## src/sard_pkg.sv

```systemverilog
// Shared constants and types for the sorted address range decoder.
`default_nettype none
package sard_pkg;

    localparam int MAX_RANGES = 16;
    localparam int IW = (MAX_RANGES > 1) ? $clog2(MAX_RANGES) : 1;
    localparam int CW = $clog2(MAX_RANGES + 1);
    localparam int AW = 32;
    localparam int TW = 8;

    localparam logic [2:0] ST_OK       = 3'd0;
    localparam logic [2:0] ST_MISS     = 3'd1;
    localparam logic [2:0] ST_OVERLAP  = 3'd2;
    localparam logic [2:0] ST_FULL     = 3'd3;
    localparam logic [2:0] ST_BADRANGE = 3'd4;

    typedef struct packed {
        logic [AW-1:0] first;
        logic [AW-1:0] last;
        logic [TW-1:0] tag;
    } t_entry;

endpackage
`default_nettype wire

```

## src/sorted_address_range_decoder_top.sv

```systemverilog
// Sorted address range decoder: sequencer, binary search and output register.
// Lookup: a binary search over the ranges held, then S_CHECK and S_FINISH.
// Insert: a range check in S_RANGE first; a bad range skips the search and goes to S_FINISH.
// One item at a time: the next item can be taken in the cycle after the result is
// registered. The search steps share a single 32-bit comparator.
// Reset clears the entry count and the handshake; table contents are not cleared.
`default_nettype none
module sorted_address_range_decoder_top
    import sard_pkg::*;
(
    input  wire logic          i_clk,
    input  wire logic          i_rst_n,
    input  wire logic          i_valid,
    output logic               o_stall,
    input  wire logic          i_action,
    input  wire logic [31:0]   i_address,
    input  wire logic [31:0]   i_range_end,
    input  wire logic [7:0]    i_device_tag,
    output logic               o_valid,
    input  wire logic          i_stall,
    output logic [2:0]         o_status,
    output logic [7:0]         o_found_tag,
    output logic [4:0]         o_entries_used
);

    typedef enum logic [2:0] {
        S_IDLE,
        S_RANGE,
        S_SEARCH,
        S_CHECK,
        S_FINISH
    } t_state;

    t_state        r_state, n_state;
    logic          r_action, n_action;
    logic [AW-1:0] r_addr, n_addr;
    logic [AW-1:0] r_last, n_last;
    logic [AW-1:0] r_key, n_key;
    logic [TW-1:0] r_tag, n_tag;
    logic [CW-1:0] r_lo, n_lo;
    logic [CW-1:0] r_hi, n_hi;
    logic [CW-1:0] r_count, n_count;
    logic [2:0]    r_res_status, n_res_status;
    logic [TW-1:0] r_res_tag, n_res_tag;
    logic          r_out_valid, n_out_valid;
    logic [2:0]    r_status, n_status;
    logic [TW-1:0] r_found_tag, n_found_tag;
    logic [4:0]    r_entries, n_entries;

    logic [CW:0]   w_sum;
    logic [CW-1:0] w_mid;
    logic [CW-1:0] w_prev;
    logic [IW-1:0] w_rd_idx;
    t_entry        w_rd;
    logic [AW-1:0] w_cmp_a;
    logic [AW-1:0] w_cmp_b;
    logic          w_le;
    logic          w_hit;
    logic          w_full;
    logic          w_wr_en;
    t_entry        w_wr_entry;

    assign w_sum  = {1'b0, r_lo} + {1'b0, r_hi};
    assign w_mid  = w_sum[CW:1];
    assign w_prev = r_lo - CW'(1);
    assign w_rd_idx = (r_state == S_SEARCH) ? w_mid[IW-1:0] : w_prev[IW-1:0];
    assign w_full = (r_count == CW'(MAX_RANGES));
    // The candidate is the last range starting at or below the key; since ranges
    // are disjoint and sorted, it alone can hold the address or overlap.
    assign w_hit  = (r_lo != '0) && w_le;

    assign w_wr_entry.first = r_addr;
    assign w_wr_entry.last  = r_last;
    assign w_wr_entry.tag   = r_tag;

    always_comb begin
        case (r_state)
            S_RANGE: begin
                w_cmp_a = r_addr;
                w_cmp_b = r_last;
            end
            S_SEARCH: begin
                w_cmp_a = w_rd.first;
                w_cmp_b = r_key;
            end
            default: begin
                w_cmp_a = r_addr;
                w_cmp_b = w_rd.last;
            end
        endcase
    end

    sard_cmp u_cmp (
        .i_a  (w_cmp_a),
        .i_b  (w_cmp_b),
        .o_le (w_le)
    );

    sard_table u_table (
        .i_clk      (i_clk),
        .i_rd_idx   (w_rd_idx),
        .o_rd       (w_rd),
        .i_wr_en    (w_wr_en),
        .i_wr_pos   (r_lo[IW-1:0]),
        .i_wr_entry (w_wr_entry)
    );

    always_comb begin
        n_state      = r_state;
        n_action     = r_action;
        n_addr       = r_addr;
        n_last       = r_last;
        n_key        = r_key;
        n_tag        = r_tag;
        n_lo         = r_lo;
        n_hi         = r_hi;
        n_count      = r_count;
        n_res_status = r_res_status;
        n_res_tag    = r_res_tag;
        n_out_valid  = r_out_valid;
        n_status     = r_status;
        n_found_tag  = r_found_tag;
        n_entries    = r_entries;
        w_wr_en      = 1'b0;

        if (r_out_valid && !i_stall) begin
            n_out_valid = 1'b0;
        end

        case (r_state)
            S_IDLE: begin
                if (i_valid) begin
                    n_action = i_action;
                    n_addr   = i_address;
                    n_last   = i_range_end;
                    n_tag    = i_device_tag;
                    n_key    = i_action ? i_address : i_range_end;
                    n_lo     = '0;
                    n_hi     = r_count;
                    n_state  = i_action ? S_SEARCH : S_RANGE;
                end
            end
            S_RANGE: begin
                if (w_le) begin
                    n_state = S_SEARCH;
                end else begin
                    n_res_status = ST_BADRANGE;
                    n_res_tag    = '0;
                    n_state      = S_FINISH;
                end
            end
            S_SEARCH: begin
                // Narrow [lo, hi) to the count of ranges starting at or below the key.
                if (r_lo == r_hi) begin
                    n_state = S_CHECK;
                end else if (w_le) begin
                    n_lo = w_mid + CW'(1);
                end else begin
                    n_hi = w_mid;
                end
            end
            S_CHECK: begin
                n_res_tag = '0;
                if (r_action) begin
                    n_res_status = w_hit ? ST_OK : ST_MISS;
                    if (w_hit) begin
                        n_res_tag = w_rd.tag;
                    end
                end else if (w_hit) begin
                    n_res_status = ST_OVERLAP;
                end else if (w_full) begin
                    n_res_status = ST_FULL;
                end else begin
                    n_res_status = ST_OK;
                    n_count      = r_count + CW'(1);
                    w_wr_en      = 1'b1;
                end
                n_state = S_FINISH;
            end
            S_FINISH: begin
                if (!r_out_valid || !i_stall) begin
                    n_out_valid = 1'b1;
                    n_status    = r_res_status;
                    n_found_tag = r_res_tag;
                    n_entries   = 5'(r_count);
                    n_state     = S_IDLE;
                end
            end
            default: begin
                n_state = S_IDLE;
            end
        endcase
    end

    always_ff @(posedge i_clk) begin
        if (!i_rst_n) begin
            r_state     <= S_IDLE;
            r_count     <= '0;
            r_out_valid <= 1'b0;
        end else begin
            r_state     <= n_state;
            r_count     <= n_count;
            r_out_valid <= n_out_valid;
        end
        r_action     <= n_action;
        r_addr       <= n_addr;
        r_last       <= n_last;
        r_key        <= n_key;
        r_tag        <= n_tag;
        r_lo         <= n_lo;
        r_hi         <= n_hi;
        r_res_status <= n_res_status;
        r_res_tag    <= n_res_tag;
        r_status     <= n_status;
        r_found_tag  <= n_found_tag;
        r_entries    <= n_entries;
    end

    assign o_stall        = (r_state != S_IDLE);
    assign o_valid        = r_out_valid;
    assign o_status       = r_status;
    assign o_found_tag    = r_found_tag;
    assign o_entries_used = r_entries;

endmodule
`default_nettype wire

```

## src/sard_cmp.sv

```systemverilog
// Shared unsigned compare unit used by the range check, search and check steps of the sequencer.
`default_nettype none
module sard_cmp
    import sard_pkg::*;
(
    input  wire logic [AW-1:0] i_a,
    input  wire logic [AW-1:0] i_b,
    output logic               o_le
);

    assign o_le = (i_a <= i_b);

endmodule
`default_nettype wire

```

## src/sard_table.sv

```systemverilog
// Sorted range table with one read port and a shifting insert.
`default_nettype none
module sard_table
    import sard_pkg::*;
(
    input  wire logic          i_clk,
    input  wire logic [IW-1:0] i_rd_idx,
    output t_entry             o_rd,
    input  wire logic          i_wr_en,
    input  wire logic [IW-1:0] i_wr_pos,
    input  wire t_entry        i_wr_entry
);

    t_entry r_tab [MAX_RANGES];

    // Every entry above the insert position moves up by one; the new range
    // lands at the insert position.
    always_ff @(posedge i_clk) begin
        if (i_wr_en) begin
            for (int i = 1; i < MAX_RANGES; i++) begin
                if (IW'(i) > i_wr_pos) begin
                    r_tab[i] <= r_tab[i-1];
                end
            end
            r_tab[i_wr_pos] <= i_wr_entry;
        end
    end

    assign o_rd = r_tab[i_rd_idx];

endmodule
`default_nettype wire

```

## config.mk

```make
export PLATFORM = sky130hd
export DESIGN_NAME = sorted_address_range_decoder_top
export DESIGN_NICKNAME = d
export VERILOG_FILES = /design/src/sard_pkg.sv /design/src/sorted_address_range_decoder_top.sv /design/src/sard_cmp.sv /design/src/sard_table.sv
export SDC_FILE = /design/constraint.sdc
export NUM_CORES = 2
export LEC_CHECK = 0
export BUFFER_PORTS_ARGS = -buffer_cell sky130_fd_sc_hd__buf_2
export CAP_MARGIN = 10
export CORE_MARGIN = 4
export CORE_UTILIZATION = 45
export CTS_CLUSTER_DIAMETER = 100
export CTS_CLUSTER_SIZE = 24
export DETAILED_ROUTE_END_ITERATION = 12
export HOLD_SLACK_MARGIN = 0.1
export PLACE_DENSITY = 0.68
export REMOVE_ABC_BUFFERS = 1
export SLEW_MARGIN = 25
export SYNTH_ARGS = -nofsm -noshare
export SYNTH_HDL_FRONTEND = slang
export SYNTH_SLANG_ARGS = --single-unit
export TNS_END_PERCENT = 10
```

## constraint.sdc

```tcl
create_clock -name i_clk -period 27.3 [get_ports i_clk]
set_input_delay 2.73 -clock i_clk [delete_from_list [all_inputs] [get_ports i_clk]]
set_output_delay 2.73 -clock i_clk [all_outputs]
set_load 0.01 [all_outputs]
```

Word level (Yosys, flattened, before mapping). Memories as Yosys holds them, arrays and structs flattened. Cells that the tools add are included.

Reduce and logical (&&, ||, !) cells: 17. Order comparisons: 16. Muxes and demuxes: 82. Bitwise operators: 3. Equality and inequality tests: 13. Add/sub/neg operators: 4.

Operator list (count): $mux 32 (2); $pmux 32 s2 (1); $mux 1 (55); $gt 4x4->1 const A (8); $le 32x32->1 (1); $mux 5 (6); $mux 8 (3); $pmux 5 s2 (2); $gt 3x4->1 const A (4); $pmux 8 s2 (1); $mux 3 (5); $pmux 3 s5 (1); $ne 2x2->1 const B (6); $reduce_and 4->1 (3); $add 5x1->5 const B (2); $gt 2x4->1 const A (2); $mux 2 (4); $add 5x5->6 (1); $eq 3x2->1 const B (2); $pmux 3 s2 (1); $reduce_and 2->1 (3); $eq 5x5->1 (1); $eq 5x5->1 const B (1); $reduce_bool 5->1 (1); 14 further kinds (19).

Output and inout port bits: 18. Word-level logic and storage cells: 151. Bits in writable memories: 1152. Register bits: 151. Memories kept: 1.

Memories: u_table.r_tab (depth 16, width 72, read ports 16, clocked after Yosys merged registers in 0, write ports 16, RTL line sard_table.sv:14) `t_entry r_tab [MAX_RANGES];`.

Logic depth before layout (Yosys ltp). An unclocked memory read counts as a cell.

Depth after elaboration: 11. Mapped depth: 27. Gate-level depth less buffers: 22.

Cells and area by module. From an unflattened synthesis, not the netlist that was laid out.

Cells, all modules: 3710. Area total of the unflattened synthesis: 64645.8 um^2.

Modules (own cells, without submodules): sard_table (instances 1, sequential area each 34593.2 um^2, area an instance 57261.2 um^2, cells each 3068); sorted_address_range_decoder_top (instances 1, sequential area each 4444.3 um^2, area an instance 6568.8 um^2, cells each 527); sard_cmp (instances 1, sequential area each 0.0 um^2, area an instance 815.8 um^2, cells each 115).

Least setup slack after synthesis. No wires, ideal clock.

Path type: reg-to-reg. Start point: register r_lo[0]. End point: memory u_table.r_tab[1][0] (netlist name), enable pin. Arrival time: 11.180 ns. Cell stages (with the launch flop): 24. Path slack: 15.517 ns. Cell sequence: edfxtp_1 -> ha_1 -> inv_1 -> fa_1 -> nor4bb_1 -> a21o_1 -> buf_2 -> buf_2 -> buf_2 -> mux4_2 -> nand2_1 -> nand3_1 -> ha_1 -> nand4_1 -> nor4_1 -> nand4_1 -> a31oi_1 -> o32ai_2 -> nand2_4 -> nand3_4 -> inv_4 -> buf_2 -> nand2_1 -> o21ai_0.

RTL lines: start: declaration (RTL line sorted_address_range_decoder_top.sv:40) `logic [CW-1:0] r_lo, n_lo;`; start signal: assignment (RTL line sorted_address_range_decoder_top.sv:210) `r_lo <= n_lo;`; end: declaration (RTL line sard_table.sv:14).

==> key figures <==
Run status
  – Outcome: finished, final reports clean

Detailed routing
  – Routed WL: ~200 mm
  – DR vias/cell: roughly 6.6
  – Remaining DRCs: 0
  – Vias: between 40000 and 50000
  – Initial DRC Count: approximately 6000
  – First-pass iteration count of the detailed router: 9
  – DR WL/cell: ~32 um
  – Antenna-violating nets left: 0

Logic synthesis
  – FF+latch count, synth: between 1000 and 1500
  – Compound-Gate Fraction of Synth Area: under 10%
  – Mean Syn Cell Area: 14.77 um2
  – Mapped Area: 65040 um2
  – Synth area leader: edfxtp_1
  – Top_reg_cell synth: edfxtp_1
  – Post-synthesis xor/xnor area fraction: less than 1%
  – Number of synthesized flops with an enable pin: 1294
  – Post-Synthesis Cells: between 4000 and 5000
  – Synthesis Warnings: 0
  – Synth async-reset ratio: 0%
  – Post-synth cell types: between 60 and 70
  – Simple-gate share of the synthesized area: 6.204%
  – Largest family of logic cells by synthesized area: multiplexers
  – Post-synthesis sequential area ratio: 60.02%
  – Synth area leaders: edfxtp_1 60%, mux2_2 17%, mux4_2 3.5%
  – Share of the synthesized area in the top cell type: about three fifths
  – Mux contribution to synthesized area: 25.45%
  – Post-Synth Adder-Cell Area: less than 1%

Floorplan
  – Initial core utilization: 45.27%
  – Row count: roughly 140
  – Die height: between 300 and 400 um
  – Core Region: 143700 um2
  – IO Pins: 95
  – Die Footprint: roughly 150000 um2
  – Die X: ~390 um

Global route
  – Most used routing layer: met2
  – Vias in the first global route: roughly 40000
  – Grt ovf: 0
  – Met1 Track Usage GR: between 30% and 40%
  – GRT met2 Usage: about 40%
  – M3 GR Usage: under 10%
  – First-pass GRT wire length: approximately 290 mm
  – Tot GR Track Use: 25.81%
  – Initial antenna violation count: 3
  – Largest net degree at the start of global routing: 147

Layout
  – Layout cell share with drive strength beyond 1: a little over a third
  – Post-layout util: 48.03%
  – Nets@finish: ~4400
  – Area Overhead vs Synth: 6.089%

Placement
  – Dpl ws: roughly 15000 ps
  – IO Port Bufs: 94
  – HPWL after DPL: 112.1 mm
  – GPL Wtd Cong: about 0.86

STA
  – Final worst-path setup slack: approximately 15000 ps
  – Fmax achieved: 0.08005 GHz
  – Max-slew headroom: 21.48%
  – Pins Over Slew Limit: 0
  – Fin. Hold Viols: 0
  – Final Hold Slack: ~430 ps
  – RSZ-0062 raised after global routing: no
  – TNS Setup: 0 ps
  – Worst-Margin Slew: between 1000 and 1500 ps
  – Clock skew: roughly 62 ps
  – Fin crit share: 45.76%
  – # setup viols final: 0
  – Final period demand of the worst path: ~12000 ps

Worst hold path
  – Worst hold path class: reg2reg

Clock network
  – Worst-path clk slew: around 100 ps
  – Hold Buf Count CTS: 0
  – CTS buffer count: 66
  – CTS tree: done
  – H-tree levels: 3
  – Clk sink count: about 1300
  – Clk root buf: clkbuf_16
  – Cts repair resizes: 0
  – CTS Buffer Depth: 3
  – Post-CTS Setup Inserts: 0
  – Clock Latency Late Sink: about 730 ps

Critical path
  – Worst path required time: roughly 28000 ps
  – Cell repeated most along the worst path: buf_4
  – Worst Path Arrival: between 10000 and 15000 ps
  – Worst-path fanout max: between 60 and 70
  – CP top delay family: buffers and inverters
  – Largest stage delay, worst path: 1000 ps
  – Kind of critical path: reg2reg
  – Crit. End Element: register
  – Startpoint types: register
  – Worst path slowest cell: nand2_4
  – WP buf/inv: 7
  – Crit-path cells: or3b_4 > buf_4 > nand2_1 > o31ai_4 > buf_4 > buf_4 > buf_4 > mux4_2 > nand2_1 > o211ai_1 > a221oi_1 > ha_1 > nand4_1 > nor4_2 > a21oi_1 > o211ai_1 > o32ai_2 > nand2_4 > nand3_4 > inv_6 > buf_4 > nand3_4 > nand2_4 > buf_4

Run
  – Max cap viols: 0

Power
  – Leakage: about 23 nW
  – Max VDD drop: around 0.19 mV
  – Power density over the cells: 105.3 nW/um2
-- metrics by stage --
stage                     cells  total power, mW  cell area (um2)
after floorplan            4035            5.313            63110
after global placement     6132            6.041            67070
after detailed placement   6134            6.064            67120
after CTS                  6216            7.180            68980
after global routing       6217            7.530            69000
final                      6218            7.269            69000
-- final timing paths --
kind                             start                              to  slack [ps]  cells past startpoint
max            r_state[1]$_SDFFE_PN0P_  u_table.r_tab[8][22]$_DFFE_PP_       14810                     24
min          r_res_status[2]$_DFFE_PP_           o_status[2]$_DFFE_PP_         430                      0
max reg2reg    r_state[1]$_SDFFE_PN0P_  u_table.r_tab[8][22]$_DFFE_PP_       14810                     24
min reg2reg  r_res_status[2]$_DFFE_PP_           o_status[2]$_DFFE_PP_         430                      0
-- synthesized netlist by cell type (31+ instances only) --
master / number
edfxtp_1: 1294
mux2_2: 975
nand2_1: 567
nand3_1: 181
clkbuf_1: 172
mux2_4: 140
mux2i_1: 122
buf_2: 117
mux4_2: 100
a21oi_1: 92
a31oi_1: 78
nor2_1: 59
a22oi_1: 45
and3_1: 44
ha_1: 43
buf_4: 36
a221oi_1: 31
o22ai_1: 31
-- power breakdown --
group | total, mW | internal, mW | leakage, nW | switching, mW
Clock | 1.13 | 0.469 | 0.907 | 0.662
Combinational | 3.62 | 1.20 | 10.2 | 2.42
Sequential | 2.52 | 2.33 | 11.8 | 0.183
Total | 7.27 | 4.00 | 22.9 | 3.27
-- registers in the layout, summed over array words and instances, names as in the netlist --
register,cells
u_table.r_tab,1152
r_addr,32
r_key,32
r_last,32
o_found_tag,8
r_res_tag,8
r_tag,8
o_entries_used,5
r_count,5
r_hi,5
r_lo,5
o_status,3
r_res_status,3
r_state,3
o_valid,1
r_action,1
-- area by class of cell --
class | instances | area, um2
repair buffers | 197 | 1329
flip-flops and latches | 1303 | 39040
well taps | 1903 | 2381
multi-input cells | 2716 | 24330
clock inverters | 6 | 92.59
inverters | 16 | 67.56
fillers | 12400 | 74660
clock buffers | 76 | 1763
diodes | 1 | 2.502
-- cells by family after synthesis --
| kind of cell | Yosys count |
|---|---|
| compound gates | 407 |
| flops | 1303 |
| buf+inv | 384 |
| xor+xnor | 8 |
| mux | 1337 |
| fa+ha+maj | 44 |
| simple gates | 920 |
-- placed cells by master, fill, tap and decap left out, types with 69 or more instances in the layout --
cell       count
a31oi_1       78
nand2_1      563
a21oi_1       85
mux2_4       141
clkbuf_16     69
buf_2         94
mux2i_1      122
mux2_2       974
edfxtp_1    1294
nand3_1      180
buf_4         95
mux4_2       100
-- per-layer routing --
| metal | share of wire (%) | vias up | routed length [um] |
|---|---|---|---|
| li1 | - | 16750 | - |
| met1 | 40 | 21370 | 80910 |
| met5 | 0 | - | 0 |
| met2 | 46 | 2603 | 91340 |
| met4 | 3.3 | 0 | 6674 |
| met3 | 11 | 375 | 21670 |
(Power assumes the default switching activity.)
